===== config.mk =====
export PLATFORM = sky130hd
export DESIGN_NAME = touch_report_parse_rotate_core
export DESIGN_NICKNAME = d
export VERILOG_FILES = /design/src/hw/rtl/trpr_pkg.sv /design/src/hw/rtl/touch_report_parse_rotate_core.sv /design/src/hw/rtl/trpr_rotate.sv
export SDC_FILE = /design/constraint.sdc
export NUM_CORES = 1
export LEC_CHECK = 0
export ABC_CLOCK_PERIOD_IN_PS = 18200
export BUFFER_PORTS_ARGS = -buffer_cell sky130_fd_sc_hd__buf_2
export CORE_AREA = 2 2 150 152
export CTS_BUF_LIST = sky130_fd_sc_hd__clkbuf_8 sky130_fd_sc_hd__clkbuf_16
export CTS_CLUSTER_DIAMETER = 30
export DETAILED_ROUTE_END_ITERATION = 16
export DIE_AREA = 0 0 152 154
export PLACE_DENSITY = 0.91
export SETUP_SLACK_MARGIN = 0.05
export SYNTH_ARGS = -nofsm -noshare
export SYNTH_HDL_FRONTEND = slang
export SYNTH_HIERARCHICAL = 1
export SYNTH_SLANG_ARGS = --single-unit

===== constraint.sdc =====
create_clock -name i_clk -period 18.2 [get_ports i_clk]
set_input_delay 4.55 -clock i_clk [delete_from_list [all_inputs] [get_ports i_clk]]
set_output_delay 4.55 -clock i_clk [all_outputs]
set_load 0.05 [all_outputs]

===== src/hw/rtl/trpr_pkg.sv =====
// Shared types and constants for the touch report parser.
// Used by trpr_rotate and touch_report_parse_rotate_core; depends on nothing.
package trpr_pkg;

    localparam int unsigned MAX_POINTS = 5;

    localparam logic [7:0] READY_BIT  = 8'h80;
    localparam logic [3:0] COUNT_MASK = 4'h0f;

    // Byte positions within one 8-byte touch record.
    localparam logic [2:0] POS_ID    = 3'd0;
    localparam logic [2:0] POS_X_LO  = 3'd1;
    localparam logic [2:0] POS_X_HI  = 3'd2;
    localparam logic [2:0] POS_Y_LO  = 3'd3;
    localparam logic [2:0] POS_Y_HI  = 3'd4;
    localparam logic [2:0] POS_P_LO  = 3'd5;
    localparam logic [2:0] POS_P_HI  = 3'd6;
    localparam logic [2:0] POS_RSVD  = 3'd7;

    // Configuration register indexes.
    localparam logic [1:0] REG_ROTATION = 2'd0;
    localparam logic [1:0] REG_WIDTH    = 2'd1;
    localparam logic [1:0] REG_HEIGHT   = 2'd2;

    // Quarter-turn codes.
    localparam logic [1:0] ROT_0   = 2'd0;
    localparam logic [1:0] ROT_90  = 2'd1;
    localparam logic [1:0] ROT_180 = 2'd2;
    localparam logic [1:0] ROT_270 = 2'd3;

    localparam logic [15:0] PANEL_RESET = 16'd480;

    typedef struct packed {
        logic [15:0] x;
        logic [15:0] y;
        logic [15:0] pressure;
        logic [3:0]  index;
        logic        touched;
        logic        last;
    } t_result;

endpackage


===== src/hw/rtl/touch_report_parse_rotate_core.sv =====
// Touch report parser top level: byte-serial record parsing and a skid-buffered
// result register. Depends on trpr_pkg and trpr_rotate.
//
// Usage:
//   Report bytes enter on the input channel (i_in_valid / o_in_stall), one byte per
//   request, with i_frame_start marking the status byte. Results leave on the output
//   channel (o_out_valid / i_out_stall): one no-touch result for an empty or not-ready
//   status byte, and one point on the pressure high byte of each record.
//   A result is registered in the output register when its byte is accepted, or in
//   the skid entry if that register holds a stalled result. Throughput: one byte per
//   cycle while o_in_stall is low; parsing and rotation are one logic pass before them.
//   The output side has a result register plus one skid entry, so a byte is still
//   taken while a finished result waits. o_in_stall rises only when both hold results,
//   which needs the receiver to stall across two result-producing bytes.
//   Configuration (rotation, panel width, panel height) is written through
//   i_cfg_we / i_cfg_index / i_cfg_data while the block is idle; writes to an unused
//   index are ignored.
//   Reset (synchronous, active low) empties the result stages, clears the parser state
//   and loads rotation 0 and a 480 by 480 panel.
module touch_report_parse_rotate_core
    import trpr_pkg::*;
(
    input  logic        i_clk,
    input  logic        i_rst_n,

    input  logic        i_cfg_we,
    input  logic [1:0]  i_cfg_index,
    input  logic [15:0] i_cfg_data,

    input  logic        i_in_valid,
    output logic        o_in_stall,
    input  logic [7:0]  i_report_byte,
    input  logic        i_frame_start,

    output logic        o_out_valid,
    input  logic        i_out_stall,
    output logic [15:0] o_touch_x,
    output logic [15:0] o_touch_y,
    output logic [15:0] o_touch_pressure,
    output logic [3:0]  o_point_index,
    output logic        o_touched,
    output logic        o_last
);

    localparam logic [3:0] MAX_PTS = 4'(MAX_POINTS);

    logic [1:0]  r_rotation;
    logic [15:0] r_panel_width;
    logic [15:0] r_panel_height;

    logic [2:0]  r_byte_pos,  n_byte_pos;
    logic [3:0]  r_point_cnt, n_point_cnt;
    logic [3:0]  r_points_exp, n_points_exp;
    logic [15:0] r_x_hold,    n_x_hold;
    logic [15:0] r_y_hold,    n_y_hold;
    logic [7:0]  r_p_lo_hold, n_p_lo_hold;

    logic        r_out_valid;
    t_result     r_out;
    logic        r_skid_valid;
    t_result     r_skid;

    logic        in_accept;
    logic        out_take;
    logic        produce;
    t_result     new_res;
    logic [3:0]  status_cnt;
    logic [3:0]  cnt_inc;
    logic [15:0] rot_x;
    logic [15:0] rot_y;

    assign o_in_stall = r_skid_valid;
    assign in_accept  = i_in_valid && !r_skid_valid;
    assign out_take   = r_out_valid && !i_out_stall;

    trpr_rotate u_rotate (
        .i_rotation     (r_rotation),
        .i_panel_width  (r_panel_width),
        .i_panel_height (r_panel_height),
        .i_raw_x        (r_x_hold),
        .i_raw_y        (r_y_hold),
        .o_x            (rot_x),
        .o_y            (rot_y)
    );

    always_comb begin
        n_byte_pos   = r_byte_pos;
        n_point_cnt  = r_point_cnt;
        n_points_exp = r_points_exp;
        n_x_hold     = r_x_hold;
        n_y_hold     = r_y_hold;
        n_p_lo_hold  = r_p_lo_hold;
        produce      = 1'b0;
        status_cnt   = i_report_byte[3:0] & COUNT_MASK;
        cnt_inc      = r_point_cnt + 4'd1;
        new_res      = '0;
        new_res.last = 1'b1;

        if (in_accept) begin
            if (i_frame_start) begin
                n_byte_pos  = POS_ID;
                n_point_cnt = 4'd0;
                if (((i_report_byte & READY_BIT) == 8'd0) || (status_cnt == 4'd0)) begin
                    // Not ready or empty: a single no-touch result closes the report.
                    n_points_exp = 4'd0;
                    produce      = 1'b1;
                end else begin
                    n_points_exp = (status_cnt > MAX_PTS) ? MAX_PTS : status_cnt;
                end
            end else if (r_point_cnt < r_points_exp) begin
                n_byte_pos = r_byte_pos + 3'd1;
                case (r_byte_pos)
                    POS_X_LO: n_x_hold    = {8'd0, i_report_byte};
                    POS_X_HI: n_x_hold    = {i_report_byte, r_x_hold[7:0]};
                    POS_Y_LO: n_y_hold    = {8'd0, i_report_byte};
                    POS_Y_HI: n_y_hold    = {i_report_byte, r_y_hold[7:0]};
                    POS_P_LO: n_p_lo_hold = i_report_byte;
                    POS_P_HI: begin
                        n_point_cnt      = cnt_inc;
                        produce          = 1'b1;
                        new_res.x        = rot_x;
                        new_res.y        = rot_y;
                        new_res.pressure = {i_report_byte, r_p_lo_hold};
                        new_res.index    = r_point_cnt;
                        new_res.touched  = 1'b1;
                        new_res.last     = (cnt_inc >= r_points_exp);
                    end
                    default: ;
                endcase
            end
        end
    end

    always_ff @(posedge i_clk) begin
        if (!i_rst_n) begin
            r_rotation     <= ROT_0;
            r_panel_width  <= PANEL_RESET;
            r_panel_height <= PANEL_RESET;
        end else if (i_cfg_we) begin
            unique case (i_cfg_index)
                REG_ROTATION: r_rotation     <= i_cfg_data[1:0];
                REG_WIDTH:    r_panel_width  <= i_cfg_data;
                REG_HEIGHT:   r_panel_height <= i_cfg_data;
                default: ;
            endcase
        end
    end

    always_ff @(posedge i_clk) begin
        if (!i_rst_n) begin
            r_byte_pos   <= '0;
            r_point_cnt  <= '0;
            r_points_exp <= '0;
            r_x_hold     <= '0;
            r_y_hold     <= '0;
            r_p_lo_hold  <= '0;
        end else begin
            r_byte_pos   <= n_byte_pos;
            r_point_cnt  <= n_point_cnt;
            r_points_exp <= n_points_exp;
            r_x_hold     <= n_x_hold;
            r_y_hold     <= n_y_hold;
            r_p_lo_hold  <= n_p_lo_hold;
        end
    end

    // A new result goes to the output register when it is free, else to the skid
    // entry. Bytes are refused while the skid entry is full, so the two never collide.
    always_ff @(posedge i_clk) begin
        if (!i_rst_n) begin
            r_out_valid  <= 1'b0;
            r_skid_valid <= 1'b0;
        end else if (out_take || !r_out_valid) begin
            r_out_valid  <= r_skid_valid || produce;
            r_skid_valid <= 1'b0;
        end else if (produce) begin
            r_skid_valid <= 1'b1;
        end
    end

    always_ff @(posedge i_clk) begin
        if (out_take || !r_out_valid) begin
            r_out <= r_skid_valid ? r_skid : new_res;
        end else if (produce) begin
            r_skid <= new_res;
        end
    end

    assign o_out_valid      = r_out_valid;
    assign o_touch_x        = r_out.x;
    assign o_touch_y        = r_out.y;
    assign o_touch_pressure = r_out.pressure;
    assign o_point_index    = r_out.index;
    assign o_touched        = r_out.touched;
    assign o_last           = r_out.last;

    a_skid_implies_out: assert property (@(posedge i_clk) disable iff (!i_rst_n)
        r_skid_valid |-> r_out_valid)
        else $error("skid entry holds a result while the output register is empty");

    a_count_bound: assert property (@(posedge i_clk) disable iff (!i_rst_n)
        (r_point_cnt <= r_points_exp) && (r_points_exp <= MAX_PTS))
        else $error("point counter or expected count out of range");

    a_no_touch_shape: assert property (@(posedge i_clk) disable iff (!i_rst_n)
        (r_out_valid && !r_out.touched) |->
            (r_out.last && (r_out.x == 16'd0) && (r_out.y == 16'd0) &&
             (r_out.pressure == 16'd0) && (r_out.index == 4'd0)))
        else $error("no-touch result carries point data");

    a_start_resets_record: assert property (@(posedge i_clk) disable iff (!i_rst_n)
        (in_accept && i_frame_start) |=> ((r_byte_pos == POS_ID) && (r_point_cnt == 4'd0)))
        else $error("status byte did not restart record parsing");

    a_full_stalls: assert property (@(posedge i_clk) disable iff (!i_rst_n)
        (r_out_valid && i_out_stall && produce) |=> o_in_stall)
        else $error("stalled result with a new one did not raise the input stall");

endmodule


===== src/hw/rtl/trpr_rotate.sv =====
// Coordinate rotation for the touch report parser: orientation swap, quarter turn
// and clamp at zero. Purely combinational; depends on trpr_pkg.
module trpr_rotate
    import trpr_pkg::*;
(
    input  logic [1:0]  i_rotation,
    input  logic [15:0] i_panel_width,
    input  logic [15:0] i_panel_height,
    input  logic [15:0] i_raw_x,
    input  logic [15:0] i_raw_y,
    output logic [15:0] o_x,
    output logic [15:0] o_y
);

    logic        landscape;
    logic [15:0] dim_lo;
    logic [15:0] dim_hi;
    logic [15:0] eff_w;
    logic [15:0] eff_h;
    logic [17:0] w_minus_x;
    logic [17:0] w_minus_y;
    logic [17:0] h_minus_x;
    logic [17:0] h_minus_y;

    // Clamp a signed 18-bit difference at zero and keep 16 bits.
    function automatic logic [15:0] clamp0(input logic [17:0] v);
        clamp0 = v[17] ? 16'd0 : v[15:0];
    endfunction

    always_comb begin
        landscape = (i_rotation == ROT_90) || (i_rotation == ROT_270);
        dim_lo    = (i_panel_width < i_panel_height) ? i_panel_width : i_panel_height;
        dim_hi    = (i_panel_width < i_panel_height) ? i_panel_height : i_panel_width;
        eff_w     = landscape ? dim_hi : dim_lo;
        eff_h     = landscape ? dim_lo : dim_hi;

        w_minus_x = {2'b00, eff_w} - 18'd1 - {2'b00, i_raw_x};
        w_minus_y = {2'b00, eff_w} - 18'd1 - {2'b00, i_raw_y};
        h_minus_x = {2'b00, eff_h} - 18'd1 - {2'b00, i_raw_x};
        h_minus_y = {2'b00, eff_h} - 18'd1 - {2'b00, i_raw_y};

        unique case (i_rotation)
            ROT_90: begin
                o_x = i_raw_y;
                o_y = clamp0(h_minus_x);
            end
            ROT_180: begin
                o_x = clamp0(w_minus_x);
                o_y = clamp0(h_minus_y);
            end
            ROT_270: begin
                o_x = clamp0(w_minus_y);
                o_y = i_raw_x;
            end
            default: begin
                o_x = i_raw_x;
                o_y = i_raw_y;
            end
        endcase
    end

endmodule

# [Word level (Yosys, flattened, before mapping)]
# Cells that the tools add are included.
[classes] addsub=8 magnitude_cmp=4 eq_ne=11 n_mux=29 bitwise_logic=5 n_reduce_logical=29
[ops] cell="two-way mux 54 bit" n=5
[ops] cell="two-way mux 16 bit" n=8
[ops] cell="case mux 16 bit (3 select lines)" n=2
[ops] cell="subtractor 18 x 16 -> 18 bit" n=4
[ops] cell="case mux 16 bit (2 select lines)" n=2
[ops] cell="subtractor 16 x 1 -> 17 bit, second input constant" n=2
[ops] cell="two-way mux 4 bit" n=5
[ops] cell="< comparator 16 bit" n=1
[ops] cell="AND reduction 2 bit" n=6
[ops] cell="AND reduction 4 bit" n=3
[ops] cell="AND reduction 5 bit" n=2
[ops] cell="equality test 3 bit, second input constant" n=3
[ops] cell="zero test 8 bit" n=1
[ops] cell="nonzero test 2 bit" n=4
[ops] cell="equality test 2 bit, second input constant" n=3
[ops] cell="equality test 3 x 2 -> 1 bit, second input constant" n=2
[ops] cell="two-way mux 3 bit" n=2
[ops] cell="two-way mux 1 bit" n=5
[ops] cell="NOT 1 bit" n=5
[ops] cell="adder 4 x 1 -> 4 bit, second input constant" n=1
[ops] cell="equality test 2 x 1 -> 1 bit, second input constant" n=2
[ops] cell=">= comparator 4 bit" n=1
[ops] cell="greater-than comparator 4 x 3 -> 1 bit, second input constant" n=1
[ops] cell="zero test 4 bit" n=1
[ops] cell="9 further kinds" n=15
[word_totals] regBits=195 inputBits=32 output_inout_bits=56 word_cells=111

# [Logic depth before layout (Yosys ltp)]
[logic_depth] depth_word=12 mapped_depth=32 ltp_nobuf=26

# [Modules after synthesis]
# Netlist, hierarchy kept.
[by_module_without_submodules] mod="touch_report_parse_rotate_core" n_inst=1 cells_per_inst=634 area_per_inst_um2=7597.3 seq_area_each_um2=4984.8
[by_module_without_submodules] mod="trpr_rotate" n_inst=1 cells_per_inst=761 area_per_inst_um2=5357.6 seq_area_each_um2=0.0

# [Least setup slack after synthesis]
# OpenSTA, ideal clock, no wires.
[synth_timing] path_type="in2reg" start="input port i_frame_start" end="register r_skid[0] in the netlist's numbering, enable pin" setup_time_ps=417 arrival_ps=6640 t_required_ps=17783 path_slack_ps=11142 cell_stages=4 path_buffers=0 path_cell_list="nor4b_2 -> nand2_1 -> o21ai_0 -> and2_1"
[synth_between] elab_chain_len=3
[synth_rtl] element="start: declaration" line="touch_report_parse_rotate_core.sv:33" source="input logic i_frame_start,"
[synth_rtl] element="two-way mux 1 bit" line="touch_report_parse_rotate_core.sv:100" source="if (i_frame_start) begin"
[synth_rtl] element="two-way mux 1 bit" line="touch_report_parse_rotate_core.sv:99" source="if (in_accept) begin"
[synth_rtl] element="AND reduction 2 bit (no line)"
[synth_rtl] element="end signal: assignment" line="touch_report_parse_rotate_core.sv:185" source="r_skid <= new_res;"
[synth_rtl] element="end: declaration" line="touch_report_parse_rotate_core.sv:61" source="t_result r_skid;"
# Every way passes these cells.
# A chain may end at the register's enable or synchronous reset.

==> summary.md <==
| Metric | Value |
|---|---|
| Diodes inserted | `0` |
| Clock Path Buffers | `2` |
| Post-Route Utilization | `65.4%` |
| Via density | `6.45` |
| Syn Inst Count | `1395` |
| Root Driver | `clkbuf_16` |
| Worst path arrival time | `7400 ps` |
| Die Span Y | `154 um` |
| Synth top area cells | `edfxtp_1 25%, dfxtp_1 13%, ha_1 9.2%` |
| Post-cts hold buffer count | `0` |
| Total power | `0.00129 W` |
| Yosys top cell by area | `edfxtp_1` |
| Total global routing overflow | `0` |
| DRT iter0 DRCs | `1393` |
| CTS resizes | `0` |
| Worst rel slew slack | `21.3%` |
| Hold Path Stages | `2` |
| Die area | `23400 um2` |
| Period Utilization, post-route | `39.5%` |
| Most common cell after layout, fill and taps aside | `nand2_1` |
| Main flop type after synthesis | `edfxtp_1` |
| Area Overhead vs Synth | `9.42%` |
| Reg2reg start | `r_panel_height[2]$_SDFFE_PN0P_` |
| Commonest non-fill, non-tap cells in the layout | `152 x nand2_1, 108 x edfxtp_1, 106 x a21oi_1` |
| Critical path capture point type | `flop` |
| Postcts setup bufs | `0` |
| First-pass DRT Iterations | `6` |
| R2R setup slack | `11010 ps` |
| Row cnt | `54` |
| DRC | `0` |
| Initial antenna violation count | `0` |
| Synthesized flop and latch total | `195` |
| Unique masters post-synth | `87` |
| PD cells | `90.7 nW/um2` |
| Setup-failing EPs final | `0` |
| Critical Path Source Type | `flop` |
| Antenna Violating Nets Remaining | `0` |
| Crit-path max FO | `57` |
| Later-pin clock latency in the skew report | `460 ps` |
| Via Count | `11200` |
| Simple-gate share of the synthesized area | `17.5%` |
| Total GRT Usage | `28.9%` |
| Initial Util | `59.7%` |
| Top cell type's share of synthesized area | `25.0%` |
| Total core area | `21700 um2` |
| Worst vdd ir | `0.0670 mV` |
| Max-slew violations | `0` |
| Synth Warn # | `6` |
| RSZ-0062 raised after global routing | `no` |
| Max-cap violations | `0` |
| Largest family of logic cells by synthesized area | `compound AO/OA/AOI/OAI gates` |
| Final hold vios | `0` |
| Worst endpoint required time | `18400 ps` |
| Layout Skew | `20.6 ps` |
| Gpl congestion | `0.983` |
| Hold_sp | `r_p_lo_hold[0]$_SDFFE_PN0P_` |
| Slowest cell on crit path | `and2_4` |
| Number of global-route vias before repair | `10600` |
| Post-synth EDFFs | `108` |
| Sequential-to-total area share from yosys stat | `38.5%` |
| WHS Endpoint | `r_p_lo_hold[0]$_SDFFE_PN0P_` |
| Final WS setup | `11010 ps` |
| Slew at the pin closest to its max-slew limit | `1180 ps` |
| Fin nets | `1576` |
| Level count of the clock H-tree | `4` |
| Worst r2r path cells | `23` |
| Synth Net Count | `1526` |
| Total CTS buffers | `17` |
| Die width | `152 um` |
| Pleak | `6.20 nW` |
| Fraction of layout cells with a size suffix above 1 | `11.5%` |
| CTS tree | `yes` |
| Status | `finished, final reports clean` |
| XOR/XNOR Fraction of Synth Area | `5.81%` |
| Worst-path clk slew | `80 ps` |
| Clock sinks | `195` |
| # IOs | `88` |
| Fmax achieved | `139 MHz` |
| Synthesized area per cell | `9.29 um2` |
| Largest net degree at the start of global routing | `69` |
| Min-Delay Path Class | `flop to flop` |
| Post-DP HPWL | `24.9 mm` |
| Final wirelength | `34.2 mm` |
| Worst stage delay on the critical path | `660 ps` |
| Async SR Flop Fraction | `0%` |
| Mapped cell area | `13000 um2` |
| Post-synthesis mux area share | `3.70%` |
| Synth Area in Compound Gates | `20.0%` |
| Critical path's most frequent cell | `ha_1` |
| Setup TNS | `0 ps` |
| Adder-cell share of the synthesized area | `9.79%` |
| First-pass GRT wire length | `55.0 mm` |
| Worst path cell trace | `inv_1 -> ha_1 -> a211o_1 -> a31oi_1 -> o21ai_1 -> a31oi_1 -> and2_4 -> mux2i_1 -> ha_1 -> nor3b_1 -> xnor2_1 -> mux2i_1 -> ha_1 -> or4_1 -> nor3_1 -> nor4b_2 -> o31ai_2 -> and3b_1 -> or3_1 -> nor3b_1 -> o32a_1 -> and3_1 -> a21o_1` |
| Minimum clock period | `7190 ps` |
| Critical path type | `flop to flop` |
| DR WL/cell | `19.7 um` |
| Place WS | `11190 ps` |
| Reg2Reg Capture Point | `o_touch_x[13]$_DFFE_PP_` |
| Port Buf Inserts | `87` |
==> state kept, by name, summed over array words and instances, names as in the netlist, 2 cells and up <==
register	cells
r_x_hold	16
o_touch_y	16
o_point_index	4
o_touch_x	16
o_touch_pressure	16
r_skid	54
r_byte_pos	3
r_points_exp	4
r_p_lo_hold	8
r_point_cnt	4
r_y_hold	16
r_panel_height	16
r_panel_width	16
r_rotation	2
==> cell type report <==
type / instances / area, um2
well taps: 280 / 350
flip-flops and latches: 195 / 4990
repair buffers: 98 / 518
clock inverters: 15 / 215
fillers: 1639 / 7510
multi-input cells: 1052 / 7380
inverters: 81 / 304
clock buffers: 17 / 425
==> where the power goes <==
group	total (W)	internal, W	switching, W
Combinational	0.000409	0.000164	0.000245
Clock	0.000404	0.000204	0.000200
Sequential	0.000473	0.000467	0.00000628
Total	0.00129	0.000835	0.000451
==> worst max path at each step <==
stage	start	to	cells after the start
finish	r_panel_height[2]$_SDFFE_PN0P_	o_touch_x[13]$_DFFE_PP_	23
detailed placement	r_panel_height[2]$_SDFFE_PN0P_	o_touch_x[12]$_DFFE_PP_	23
CTS	r_panel_height[2]$_SDFFE_PN0P_	o_touch_x[12]$_DFFE_PP_	23
floorplan	i_frame_start	r_skid[0]$_DFFE_PP_	4
global route	r_panel_height[2]$_SDFFE_PN0P_	o_touch_x[13]$_DFFE_PP_	23
global placement	i_frame_start	r_skid[41]$_DFFE_PP_	6
==> cell families after synthesis <==
kind of cell             Yosys count
multiplexers                      47
AO/OA/AOI/OAI                    374
XOR/XNOR                          86
flip-flops                       195
adder cells (fa/ha/maj)           99
buffers and inverters            148
AND/OR/NAND/NOR                  446
==> metal layers <==
metal | track usage, % | vias to the layer above | routed length, um
met1 | 39.9 | 5290 | 14400
met3 | 5.41 | 87 | 3150
li1 | - | 5222 | -
met2 | 45.5 | 614 | 15600
met5 | 0 | - | 0
met4 | 10.4 | 0 | 1080
==> synthesized netlist by cell type (all sizes together) (28+ instances only) <==
| cell | number |
|---|---|
| a21o | 63 |
| and3 | 55 |
| nor3 | 44 |
| a21oi | 107 |
| mux2i | 43 |
| inv | 81 |
| ha | 95 |
| clkbuf | 44 |
| edfxtp | 108 |
| nor2 | 66 |
| dfxtp | 87 |
| o21ai | 47 |
| nand2 | 152 |
| xor2 | 28 |
| nand3 | 31 |
| xnor2 | 58 |
==> through the flow <==
stage / cell area [um2] / hold WS [ps] / cells
2_1_floorplan: 13000 / 432 / 1395
3_3_place_gp: 13500 / 440 / 1706
3_5_place_dp: 13500 / 448 / 1706
4_1_cts: 14200 / 459 / 1738
5_1_grt: 14200 / 480 / 1738
6_report: 14200 / 460 / 1738
==> critical path, delay by kind of cell (launching register included) <==
family | cells | cell delay, ps
flops | 1 | 420
simple gates | 9 | 2920
compound gates | 7 | 1770
mux | 2 | 460
fa+ha+maj | 3 | 1070
xor+xnor | 1 | 160
buf+inv | 1 | 100
Power figures use the tool's default switching activity.
